--- src/sv/r2fft_ram.sv ---
// Generic RAM: one write port and two registered read ports.
`default_nettype none

module r2fft_ram #(
   parameter int WIDTH = 32,
   parameter int DEPTH = 64
) (
   input  wire logic                     clock,
   input  wire logic                     wr_en,
   input  wire logic [$clog2(DEPTH)-1:0] wr_addr,
   input  wire logic [WIDTH-1:0]         wr_data,
   input  wire logic [$clog2(DEPTH)-1:0] rd_addr_a,
   output logic      [WIDTH-1:0]         rd_data_a,
   input  wire logic [$clog2(DEPTH)-1:0] rd_addr_b,
   output logic      [WIDTH-1:0]         rd_data_b
);

   logic [WIDTH-1:0] mem [DEPTH];

   always_ff @(posedge clock) begin
      if (wr_en) begin
         mem[wr_addr] <= wr_data;
      end
      rd_data_a <= mem[rd_addr_a];
      rd_data_b <= mem[rd_addr_b];
   end

endmodule

`default_nettype wire

--- config.mk ---
export PLATFORM = sky130hd
export DESIGN_NAME = r2fft_ram
export DESIGN_NICKNAME = d
export VERILOG_FILES = /design/src/sv/r2fft_ram.sv
export SDC_FILE = /design/constraint.sdc
export NUM_CORES = 2
export LEC_CHECK = 0
export BUFFER_PORTS_ARGS = -buffer_cell sky130_fd_sc_hd__clkbuf_2
export CORE_MARGIN = 3
export CORE_UTILIZATION = 47
export CTS_CLUSTER_DIAMETER = 120
export DETAILED_ROUTE_END_ITERATION = 10
export SLEW_MARGIN = 20
export SYNTH_ARGS = -nofsm -noshare
export SYNTH_HDL_FRONTEND = slang
export SYNTH_SLANG_ARGS = --single-unit
--- constraint.sdc ---
create_clock -name clock -period 6.2 [get_ports clock]
set_input_delay 0.62 -clock clock [delete_from_list [all_inputs] [get_ports clock]]
set_output_delay 0.62 -clock clock [all_outputs]
set_load 0.05 [all_outputs]
## After elaboration in Yosys (flattened, before gate mapping)

Memory sizes are Yosys's and may differ from the RTL's. A register that Yosys moved wholly into a read port is not among the register bits.
Cells that the tools add are included.

- Bits in registers: 0
- RAM bits: 2048
- Input bits: 52
- Output and inout port bits: 64
- Memories kept: 1

- Multiplexer cells: 2

Memory list:

| name | words | bits a word | read ports | clocked after Yosys merged registers in | wr ports | line | text |
|---|---|---|---|---|---|---|---|
| mem | 64 | 32 | 2 | 2 | 1 | 18 | `logic [WIDTH-1:0] mem [DEPTH];` |

Operator list:

| kind | number |
|---|---|
| $mux W1 | 2 |

## Depth between registers and ports, before layout

- Depth in word-level cells: 2
- Depth in mapped cells: 10
- Depth with buffers taken out: 5

## Worst setup path after synthesis

No wires, ideal clock.

- Path type: input-to-reg
- Start: input wr_addr[3]
- End: memory mem[48][0] (enable)
- Setup time: 0.461 ns
- Data arrival time: 3.350 ns
- Data required time: 5.739 ns
- Slack: 2.389 ns
- Stages on the path: 4
- Buffers on the path: 1
- Cells stage by stage: clkbuf_1 nor2b_1 nand4b_1 nor3_1

RTL lines:

| item | line | text |
|---|---|---|
| start: declaration | 10 | `input wire logic [$clog2(DEPTH)-1:0] wr_addr,` |
| end: declaration | 18 |  |

Straight into the memory's write port.

==> run_results.csv <==
group,metric,value,unit
run_status,status,"finished clean",
logic_synthesis,synthTopCellsByArea,"edfxtp_1 64%, mux4_2 26%, mux2i_1 2.1%",
detailed_routing,drc,0,
logic_synthesis,synth_edf_count,2048,
power,vdd.ir_drop.worst,0.000224,V
clocking,htreeDepth,4,
logic_synthesis,ys_types,38,
detailed_routing,drtAntennaViolNets,0,
clocking,hold_buffers,0,
logic_synthesis,ys.flop_type,"edfxtp_1",
cells_and_area,area_delta_synth_final,12.4,%
clocking,clockBufferDepth,3,
detailed_routing,routed_wl,303000,um
hold_path,worstHoldPathType,"in -> reg",
sta,slew_headroom,21.8,%
cells_and_area,final_cells,7437,
sta,rsz0062_at_grt,"no",
detailed_routing,routedWlPerCell,40.7,um
clocking,cts_resized,0,
cells_and_area,drive_above_1_share,39.1,%
sta,fin_tns_setup,0,ns
floorplan,start_util,47.6,%
sta,finalClockSkew,0.0339,ns
sta,final-max-slew-violation-count,0,
logic_synthesis,netlist_area,0.0957,mm^2
logic_synthesis,yosys_register_bits,2112,
logic_synthesis,synth-async-reset-ratio,0,%
clocking,clock-sinks,2112,
cells_and_area,most-common-layout-cells,"2,048 x edfxtp_1, 1,124 x mux4_2, 219 x clkbuf_16, 204 x mux2i_1, 160 x buf_4",
grt,grt_use_total,29.1,%
setup_path,critPathLaunchType,"input port",
logic_synthesis,syn-num-nets,4464,
clocking,root_buffer,"clkbuf_16",
power,pwr-share-comb,8.6,%
logic_synthesis,synth_warnings,0,
power,switching_share,23.1,%
clocking,cts.reportedPaths.clkPinSlew,0.06,ns
sta,period_minus_slack,3.41,ns
clocking,cts_buffers,213,
detailed_routing,via_per_inst,6.96,
power,power-per-cell-area,297,mW/mm^2
logic_synthesis,ys_seq_area_share,65.6,%
placed_design,place_hpwl,178000,um
grt,grt_pass1_wl,422000,um
clocking,post-cts-setup-buffer-count,0,
cells_and_area,final_common_cell,"edfxtp_1",
placed_design,gp_congestion,0.833,
sta,hold_viol_final,0,
grt,grt_pass1_vias,52577,
power,power,32.0,mW
sta,worstMarginPinSlew,1.17,ns
logic_synthesis,synth.largest_area_cell,"edfxtp_1",
placed_design,dpl.cell_count,7022,
floorplan,dieArea,0.209,mm^2
sta,final-setup-viol-count,0,
logic_synthesis,synthCells,4412,
grt,grt_max_degree,125,
floorplan,die_h,457,um
setup_path,end_kind,"flop",
grt,antenna_found_initial,19,
setup_path,path_class,"in -> reg",
sta,period_share,54.9,%
sta,hold_slack,0.316,ns
cells_and_area,final_net_count,4638,
power,power.internal,24.6,mW
run,max_cap_violations,0,
clocking,cts_tree,"yes",
grt,overflow,0,
setup_path,crit_required,6.90,ns
floorplan,core,0.201,mm^2
logic_synthesis,yosys.area.top_type_share,64.3,%
floorplan,rows,164,
logic_synthesis,avgSynthCellArea,21.7,um^2
setup_path,arrival,4.11,ns
clocking,insertion_delay,0.86,ns
detailed_routing,firstDrtPassIters,5,
power,p_clk_share,41.5,%
sta,timing.fmax,294,MHz
power,p_switching,7.37,mW
detailed_routing,drt-initial-drc-count,7420,
placed_design,io_buffers,115,
power,p_leak,33.7,nW
power,seqPwrFrac,49.9,%
setup_path,worstPathMaxFanout,49,
floorplan,die_w,457,um
floorplan,ios,116,
detailed_routing,vias,51759,
==> power groups by stage <==
stage / sequential (mW) / clock, mW / combinational (mW)
6_report: 15.9 / 13.3 / 2.75
4_1_cts: 15.9 / 13.4 / 2.74
3_5_place_dp: 16.2 / 0 / 2.73
5_1_grt: 15.9 / 14.0 / 2.88
2_1_floorplan: 16.4 / 0 / 1.51
3_3_place_gp: 16.2 / 0 / 2.72
==> critical path, stage by stage <==
cell and delay, ns:
buf_8 0.31, buf_16 0.37, buf_12 0.36, buf_4 0.48
mux4_2 0.56, mux2_2 0.27, o211ai_1 0.77, a21oi_1 0.13
==> cell families (layout without fill, tap and decap cells) <==
| family | count (synthesis) | after routing | synth area share (%) |
|---|---|---|---|
| flip-flops | 2112 | 2112 | 65.6 |
| other | 0 | 10 | 0 |
| multiplexers | 1364 | 1364 | 29.0 |
| buffers and inverters | 348 | 707 | 1.83 |
| AND/OR/NAND/NOR | 248 | 248 | 1.13 |
| AO/OA/AOI/OAI | 340 | 340 | 2.39 |
==> registers in the layout (all words and copies together), names as in the netlist <==
register   count
rd_data_a     32
mem         2048
rd_data_b     32
==> cells in the mapped netlist (2+ instances only) <==
cell and n:
edfxtp_1 2048, mux4_2 1124, mux2i_1 204, clkbuf_1 135, buf_2 121, nor2_1 94, nand2_1 93, a22oi_1 85
dfxtp_1 64, a21oi_1 58, o22ai_1 56, buf_4 55, mux2_2 36, o21ai_1 31, o211ai_1 27, buf_1 25
nor2b_1 19, o21ai_0 18, o221ai_1 16, a211oi_1 15, a221oi_1 13, buf_6 11, a32oi_1 9, nand3_1 9
o32a_1 9, nand2b_1 8, and2_1 6, nand3b_1 6, nor3_1 3, or2_2 3, nand4_1 2, or3_1 2
or3b_2 2
==> metal layers <==
metal	vias up	GRT usage (%)	share of wire [%]
met4	4	10.5	3.7
met1	28479	41.3	39
met2	2911	44.5	47
met3	487	7.06	11
li1	19878	-	-
met5	-	0	0.011
==> through the flow <==
stage	setup WS, ns	util [%]	instance area, um^2
floorplan	2.39	-	95700
global placement	1.94	49.8	100000
detailed placement	1.97	49.8	100000
CTS	2.92	53.4	107000
global route	2.60	53.5	107000
finish	2.79	53.5	108000
==> layout make-up <==
cell class	count	area, um^2
Timing Repair Buffer	306	2560
Antenna cell	10	25.0
Inverter	1	3.75
Tap cell	2656	3320
Multi-Input combinational cell	1952	31700
Clock inverter	118	1270
Sequential cell	2112	62800
Clock buffer	282	5890
Fill cell	15298	93600
==> final timing paths <==
kind,startpoint,to,slack (ns),cells past startpoint
max,rd_addr_b[0],rd_data_b[5],2.79,8
min,wr_data[15],mem[4][15],0.32,1
max reg2reg,mem[2][20],rd_data_b[20],3.76,4
min reg2reg,mem[36][20],rd_data_a[20],0.89,4
Note: power is estimated with default switching activity, not from simulation.
