**src/sv/r2fft_pkg.sv**
```systemverilog
// Shared types, constants and the twiddle generator for the radix-2 FFT/IFFT unit.
`default_nettype none

package r2fft_pkg;

   localparam int JOB_M_BITS   = 4;
   localparam int JOB_CNT_BITS = 13;

   localparam int CSR_INVERSE     = 0;
   localparam int CSR_LOG2_POINTS = 1;

   localparam int SAT_MAX = 8388607;
   localparam int SAT_MIN = -8388608;

   localparam longint unsigned PI_Q30 = 64'd3373259426;

   // One transform request handed from the load side to the compute side.
   typedef struct packed {
      logic [JOB_M_BITS-1:0]   m;
      logic                    inv;
      logic [JOB_CNT_BITS-1:0] used;
   } job_type;

   typedef struct packed {
      logic take;
      logic unlock;
   } back_status_type;

   // Clamp a Q30 value to [0, 1.0], round half up to tbits-1 fraction bits.
   function automatic longint to_twid(longint v, int tbits);
      longint w;
      longint lim;
      longint r;
      int     f;
      int     s;
      f   = tbits - 1;
      s   = 30 - f;
      lim = (64'sd1 <<< f) - 64'sd1;
      w   = v;
      if (w < 0) w = 0;
      if (w > (64'sd1 <<< 30)) w = 64'sd1 <<< 30;
      r = (w + (64'sd1 <<< (s - 1))) >>> s;
      return (r > lim) ? lim : r;
   endfunction

   // Shift-and-subtract division; it only runs while the twiddle table is built.
   function automatic longint unsigned udiv(longint unsigned num, longint unsigned den);
      longint unsigned q;
      longint unsigned r;
      q = '0;
      r = '0;
      for (int i = 63; i >= 0; i--) begin
         r = {r[62:0], num[i]};
         if (r >= den) begin
            r    = r - den;
            q[i] = 1'b1;
         end
      end
      return q;
   endfunction

   // Cosine in bits [47:24] and sine in bits [23:0] of 2*pi*k/2^m, evaluated
   // by a fixed Taylor series on an angle quantized to 1/65536 of a turn.
   function automatic logic [47:0] twid_word(int k, int m, int tbits);
      longint unsigned ph;
      longint unsigned q;
      longint unsigned r;
      longint unsigned u;
      longint unsigned a;
      longint unsigned a2;
      longint unsigned ts;
      longint unsigned tc;
      longint unsigned dv;
      longint          ss;
      longint          cs;
      longint          bc;
      longint          bs;
      longint          x;
      longint          y;
      longint          c;
      longint          s;
      ph = (longint'(k) << (16 - m)) & 64'hFFFF;
      q  = ph >> 14;
      r  = ph & 64'h3FFF;
      u  = (r > 64'd8192) ? (64'd16384 - r) : r;
      a  = (u * PI_Q30 + (64'd1 << 14)) >> 15;
      a2 = (a * a + (64'd1 << 29)) >> 30;
      ts = a;
      tc = 64'd1 << 30;
      ss = longint'(a);
      cs = longint'(tc);
      for (int n = 1; n <= 6; n++) begin
         dv = longint'((2 * n) * (2 * n + 1));
         ts = udiv((ts * a2 + (64'd1 << 29)) >> 30, dv);
         dv = longint'((2 * n - 1) * (2 * n));
         tc = udiv((tc * a2 + (64'd1 << 29)) >> 30, dv);
         if ((n & 1) == 1) begin
            ss = ss - longint'(ts);
            cs = cs - longint'(tc);
         end else begin
            ss = ss + longint'(ts);
            cs = cs + longint'(tc);
         end
      end
      if (r > 64'd8192) begin
         bs = cs;
         bc = ss;
      end else begin
         bc = cs;
         bs = ss;
      end
      x = to_twid(bc, tbits);
      y = to_twid(bs, tbits);
      case (q)
         64'd0: begin c = x;  s = y;  end
         64'd1: begin c = -y; s = x;  end
         64'd2: begin c = -x; s = -y; end
         default: begin c = y; s = -x; end
      endcase
      return {24'(c), 24'(s)};
   endfunction

endpackage

`default_nettype wire

```
**src/sv/r2fft_front.sv**
```systemverilog
// Load side: takes samples into the frame store and posts a job on frame end.
`default_nettype none

module r2fft_front import r2fft_pkg::*; #(
   parameter int ML = 6,
   parameter int MW = 3
) (
   input  wire logic                 clock,
   input  wire logic                 reset,
   input  wire logic                 req_valid,
   output logic                      req_ready,
   input  wire logic signed [15:0]   req_sample_re,
   input  wire logic signed [15:0]   req_sample_im,
   input  wire logic                 req_frame_end,
   input  wire logic                 cfg_inverse,
   input  wire logic [MW-1:0]        cfg_m,
   input  wire back_status_type      back_st,
   output logic                      job_valid,
   output job_type                   job,
   output logic                      fs_wr_en,
   output logic [ML-1:0]             fs_wr_addr,
   output logic [31:0]               fs_wr_data
);

   logic [ML:0] count_ff, count_in;
   logic        lock_ff, lock_in;
   logic        job_valid_ff, job_valid_in;
   job_type     job_ff, job_in;
   logic [ML:0] points;
   logic        xfer;
   logic        room;

   assign points     = (ML+1)'(1) << cfg_m;
   assign req_ready  = !lock_ff;
   assign xfer       = req_valid && req_ready;
   assign room       = count_ff < points;
   assign fs_wr_en   = xfer && room;
   assign fs_wr_addr = count_ff[ML-1:0];
   assign fs_wr_data = {req_sample_re, req_sample_im};
   assign job_valid  = job_valid_ff;
   assign job        = job_ff;

   // The frame store stays locked from frame end until the compute side has
   // copied it out.
   always_comb begin
      count_in     = count_ff;
      lock_in      = lock_ff;
      job_valid_in = job_valid_ff;
      job_in       = job_ff;
      if (xfer) begin
         if (room) begin
            count_in = count_ff + (ML+1)'(1);
         end
         if (req_frame_end) begin
            count_in     = '0;
            lock_in      = 1'b1;
            job_valid_in = 1'b1;
            job_in.m     = JOB_M_BITS'(cfg_m);
            job_in.inv   = cfg_inverse;
            job_in.used  = JOB_CNT_BITS'(room ? count_ff + (ML+1)'(1) : count_ff);
         end
      end
      if (back_st.take) begin
         job_valid_in = 1'b0;
      end
      if (back_st.unlock) begin
         lock_in = 1'b0;
      end
   end

   always_ff @(posedge clock) begin
      if (reset) begin
         count_ff     <= '0;
         lock_ff      <= 1'b0;
         job_valid_ff <= 1'b0;
      end else begin
         count_ff     <= count_in;
         lock_ff      <= lock_in;
         job_valid_ff <= job_valid_in;
      end
      job_ff <= job_in;
   end

endmodule

`default_nettype wire

```
**config.mk**
```make
export PLATFORM = sky130hd
export DESIGN_NAME = r2fft_front
export DESIGN_NICKNAME = d
export VERILOG_FILES = /design/src/sv/r2fft_pkg.sv /design/src/sv/r2fft_front.sv
export SDC_FILE = /design/constraint.sdc
export NUM_CORES = 1
export LEC_CHECK = 0
export BUFFER_PORTS_ARGS = -buffer_cell sky130_fd_sc_hd__buf_2
export CAP_MARGIN = 30
export CORE_UTILIZATION = 46
export CTS_CLUSTER_SIZE = 28
export DETAILED_ROUTE_END_ITERATION = 10
export HOLD_SLACK_MARGIN = 0.02
export PLACE_DENSITY = 0.85
export RECOVER_POWER = 100
export SLEW_MARGIN = 5
export SYNTH_ARGS = -nofsm -noshare
export SYNTH_HDL_FRONTEND = slang
export SYNTH_SLANG_ARGS = --single-unit
```
**constraint.sdc**
```tcl
create_clock -name clock -period 5.8 [get_ports clock]
set_clock_uncertainty 0.2 [all_clocks]
set_input_delay 1.16 -clock clock [delete_from_list [all_inputs] [get_ports clock]]
set_output_delay 1.16 -clock clock [all_outputs]
set_load 0.01 [all_outputs]
```
Word level (Yosys, flattened, before mapping):

Cells that the tools add are included.
W data, S select, Z words.

* output and inout port bits: 59
* bits in latches: 0
* bits of input ports: 42
* word-level logic and storage cells: 22
* bits in registers: 21
* bits in read-only memories: 0
* memory bits (writable): 0
* memories: 0

* equal/unequal tests: 0
* shifts and indexed selects: 1
* add/sub/neg operators: 2
* multiplexer cells: 3
* magnitude comparators: 1
* divide/modulo/power cells: 0
* reductions and logical operators: 8
* multipliers: 0
* bitwise operators: 0

Operators by type and width (number)
* $mux W7: 3
* $add A7 B1 Y8 const B: 1
* $add A7 B1 Y7 const B: 1
* $lt A7 B7 Y1: 1
* $shl A1 B3 Y7 const A: 1
* $reduce_and A2 Y1: 2
* $reduce_or A2 Y1: 2
* $logic_and A1 B1 Y1: 2
* $reduce_bool A2 Y1: 1
* $logic_not A1 Y1: 1

Logic depth before layout (Yosys ltp):

* depth in word-level cells: 4
* gate-level depth with buffers: 7
* depth with buffers taken out: 6

Worst setup path after synthesis:

Ideal clock, no wire load.

* kind: in2out
* from: in cfg_m[0]
* to: out fs_wr_en
* arrival: 2935 ps
* required time: 4440 ps
* buffers on the path: 0
* slack: 1505 ps
* stages: 6
* cell sequence: or3b_2 ha_1 a41o_4 a21oi_2 a21boi_4 nor2b_1

* cells in the longest elaborated chain, start to end: 3

RTL lines
* from (decl): line r2fft_front.sv:16 `input wire logic [MW-1:0] cfg_m,`
* $shl A1 B3 Y7: line r2fft_front.sv:33 `assign points = (ML+1)'(1) << cfg_m;`
* $lt A7 B7 Y1: line r2fft_front.sv:36 `assign room = count_ff < points;`
* $logic_and A1 B1 Y1: line r2fft_front.sv:37 `assign fs_wr_en = xfer && room;`
* to (decl): line r2fft_front.sv:20 `output logic fs_wr_en,`

No other way between the ends.

Final worst setup path:

* from: in cfg_m[2]
* to: out fs_wr_en

Same word-level chain as after synthesis.

==> results.md <==
* Final net count at ~210
* Final estimated routing congestion in global placement at 0.837
* Number of antenna repair diodes at 0
* CTS HTree Levels at 1
* Hold-fix buffers, CTS at 0
* Final setup fails at 0
* Post-layout util at roughly 43%
* Max transition margin at 60.6%
* Reg clk slew, reported paths at 110 ps
* DRT Pass-1 Iters at 4
* Worst skew pair latency at 310 ps
* Final worst path period need at slightly below 5000 ps
* Synth warn at 0
* Routed Antenna Nets at 0
* Sink Count at 21
* Leading post-synthesis cells by instance count: buf_4 (45), edfxtp_1 (12), dfxtp_1 (9)
* Layout cells sized above 1 at 10.3%
* CP arrival at 3530 ps
* Post-synth ARST share at 0%
* Crit start category: primary input
* Die W at between 60 and 70 µm
* WL per Instance at 14.5 µm
* Synth area leaders: edfxtp_1 (22%), buf_4 (21%), dfxtp_1 (11%)
* Final hold viol count at 0
* Largest area contributor in the netlist: edfxtp_1
* Ports at 101
* Final Cell Area at 1460 µm²
* DP Area at about 1500 µm²
* Final non-filler cell total at between 200 and 250
* Final max-slew violation count at 0
* Setup TNS at 0 ps
* Total clock buffers created by CTS at 3
* Netlist cell types at between 40 and 50
* Clock buffer depth at 2
* RSZ-0062 raised after global routing: false
* Worst setup EP type: output port
* Area grow syn2layout at -10.0%
* Synthesized area per cell at a little under 10 µm²
* Period utilization at between 80% and 90%
* Worst Hold Class: flip-flop to flip-flop
* Root Driver: clkbuf_4
* Status: completed
* Register area share after synthesis at 33.3%
* Post_cts resized at 0
* Post-Syn Area at 1620 µm²
* #FFs+latches synth at 21
* MaxCap Viol Count at 0
* Core Box Area at 3360 µm²
* # fillers at roughly 360
* Std-Cell Rows at 21
* Total Wirelength at a little under 3000 µm
* DR vias at ~1200
* Final Power at between 200 and 300 µW
* Placed Instances at about 200
* Post-synth EDFFs at 12
* Initial antenna violation count at 0
* Total congestion overflow at 0
* Most common cell in the netlist: buf_4
* Post-CTS setup buffer count at 0
* Vias in the first global route at 964
* Clock tree from TritonCTS: done
* Die height at around 60 µm
* Share of the synthesized area in the top cell type at 22.2%
* Setup CP Type: primary input to output port
* DRT iter0 DRCs at between 70 and 80
* Worst-margin pin slew at between 500 and 600 ps
* First-pass GRT wire length at 4400 µm
* Critical path fanouts, max at 8
* Initial Util at slightly below 50%
* Vias per cell at between 5 and 6
* Tot GR Track Use at around 16%
* Highest clock rate at 204 MHz
* Leakage power at between 0.5 and 0.6 nW
* Pin count of the biggest net entering global routing at 18
* Ys flop type: edfxtp_1
* Power Density at roughly 190 nW/µm²
* Port Buf Inserts at 30
* Detailed Place HPWL at between 2000 and 2500 µm
* Remaining DRCs at 0
* Peak VDD IR at 65.1 µV
* Critical Path RT at ~4400 ps
* Post-synthesis cell count at approximately 170
* Die ar. at 3770 µm²
layer usage:
metal	track usage, %	part of all wire (%)	up-vias
met2	24.8	47	74
met1	19.4	41	539
li1	-	-	541
met4	10.5	3.0	0
met5	0	0	-
met3	3.57	8.9	14
state kept, by name, summed over array words and instances (netlist names):
register and cells:
job_valid 1, job 12, count_ff 7, lock_ff 1
worst paths after layout:
| check | depth (start not counted) | to | slack (ps) | start |
|---|---|---|---|---|
| max | 8 | fs_wr_en | 910 | cfg_m[2] |
| min | 1 | job_valid$_SDFFE_PP0P_ | 280 | job_valid$_SDFFE_PP0P_ |
| max reg2reg | 5 | count_ff[5]$_SDFFE_PP0P_ | 3160 | count_ff[4]$_SDFFE_PP0P_ |
| min reg2reg | 1 | job_valid$_SDFFE_PP0P_ | 280 | job_valid$_SDFFE_PP0P_ |
through the flow:
| stage | hold slack (ps) | worst slack, ps |
|---|---|---|
| 2_1_floorplan | 276 | 1500 |
| 3_3_place_gp | 244 | 1210 |
| 3_5_place_dp | 256 | 1180 |
| 4_1_cts | 284 | 1170 |
| 5_1_grt | 296 | 701 |
| 6_report | 282 | 909 |
power by group:
group          total [mW]  internal [mW]  switching [mW]
Clock              0.0713         0.0258          0.0455
Combinational      0.0420         0.0131          0.0289
Sequential          0.166          0.163         0.00308
Total               0.279          0.201          0.0775
cells by family (layout without fill, tap and decap cells):
| family | count (synthesis) | after routing | share of synthesized area [%] |
|---|---|---|---|
| AOI/OAI and AO/OA | 31 | 31 | 18.4 |
| xor gates and xnor gates | 6 | 6 | 3.24 |
| adders and majority gates | 7 | 7 | 5.40 |
| buffers and inverters | 54 | 38 | 22.9 |
| DFF | 21 | 21 | 33.3 |
| muxes | 1 | 1 | 0.694 |
| other | 1 | 6 | 0.231 |
| and+or+nand+nor | 45 | 45 | 15.9 |
final cells by class:
cell class	count	area, µm²	share of cell area (%)
multi-input combinational	96	699	47.9
sequential	21	541	37.0
timing repair buffer	31	124	8.48
tap	46	57.6	3.94
clock buffer	3	22.5	1.54
inverter	3	11.3	0.771
clock inverter	1	5.00	0.343
placed cells by master, fill, tap and decap left out, types with 4 or more instances in the layout:
cell type	netlist	final
buf_2	0	6
clkbuf_1	6	25
conb_1	1	6
dfxtp_1	9	9
edfxtp_1	12	12
ha_1	7	7
nand2_1	8	8
nand3_1	6	6
nor2_1	4	4
nor4_1	6	6
o211ai_1	4	4
o311ai_0	4	5
worst max-delay path, stage by stage:
cell and delay (ps):
clkbuf_1 220, or3b_2 480, ha_1 320, a41o_4 300, a21oi_1 400, a21boi_4 340
nor2b_1 160, clkbuf_1 160
Power figures use the tool's default switching activity.
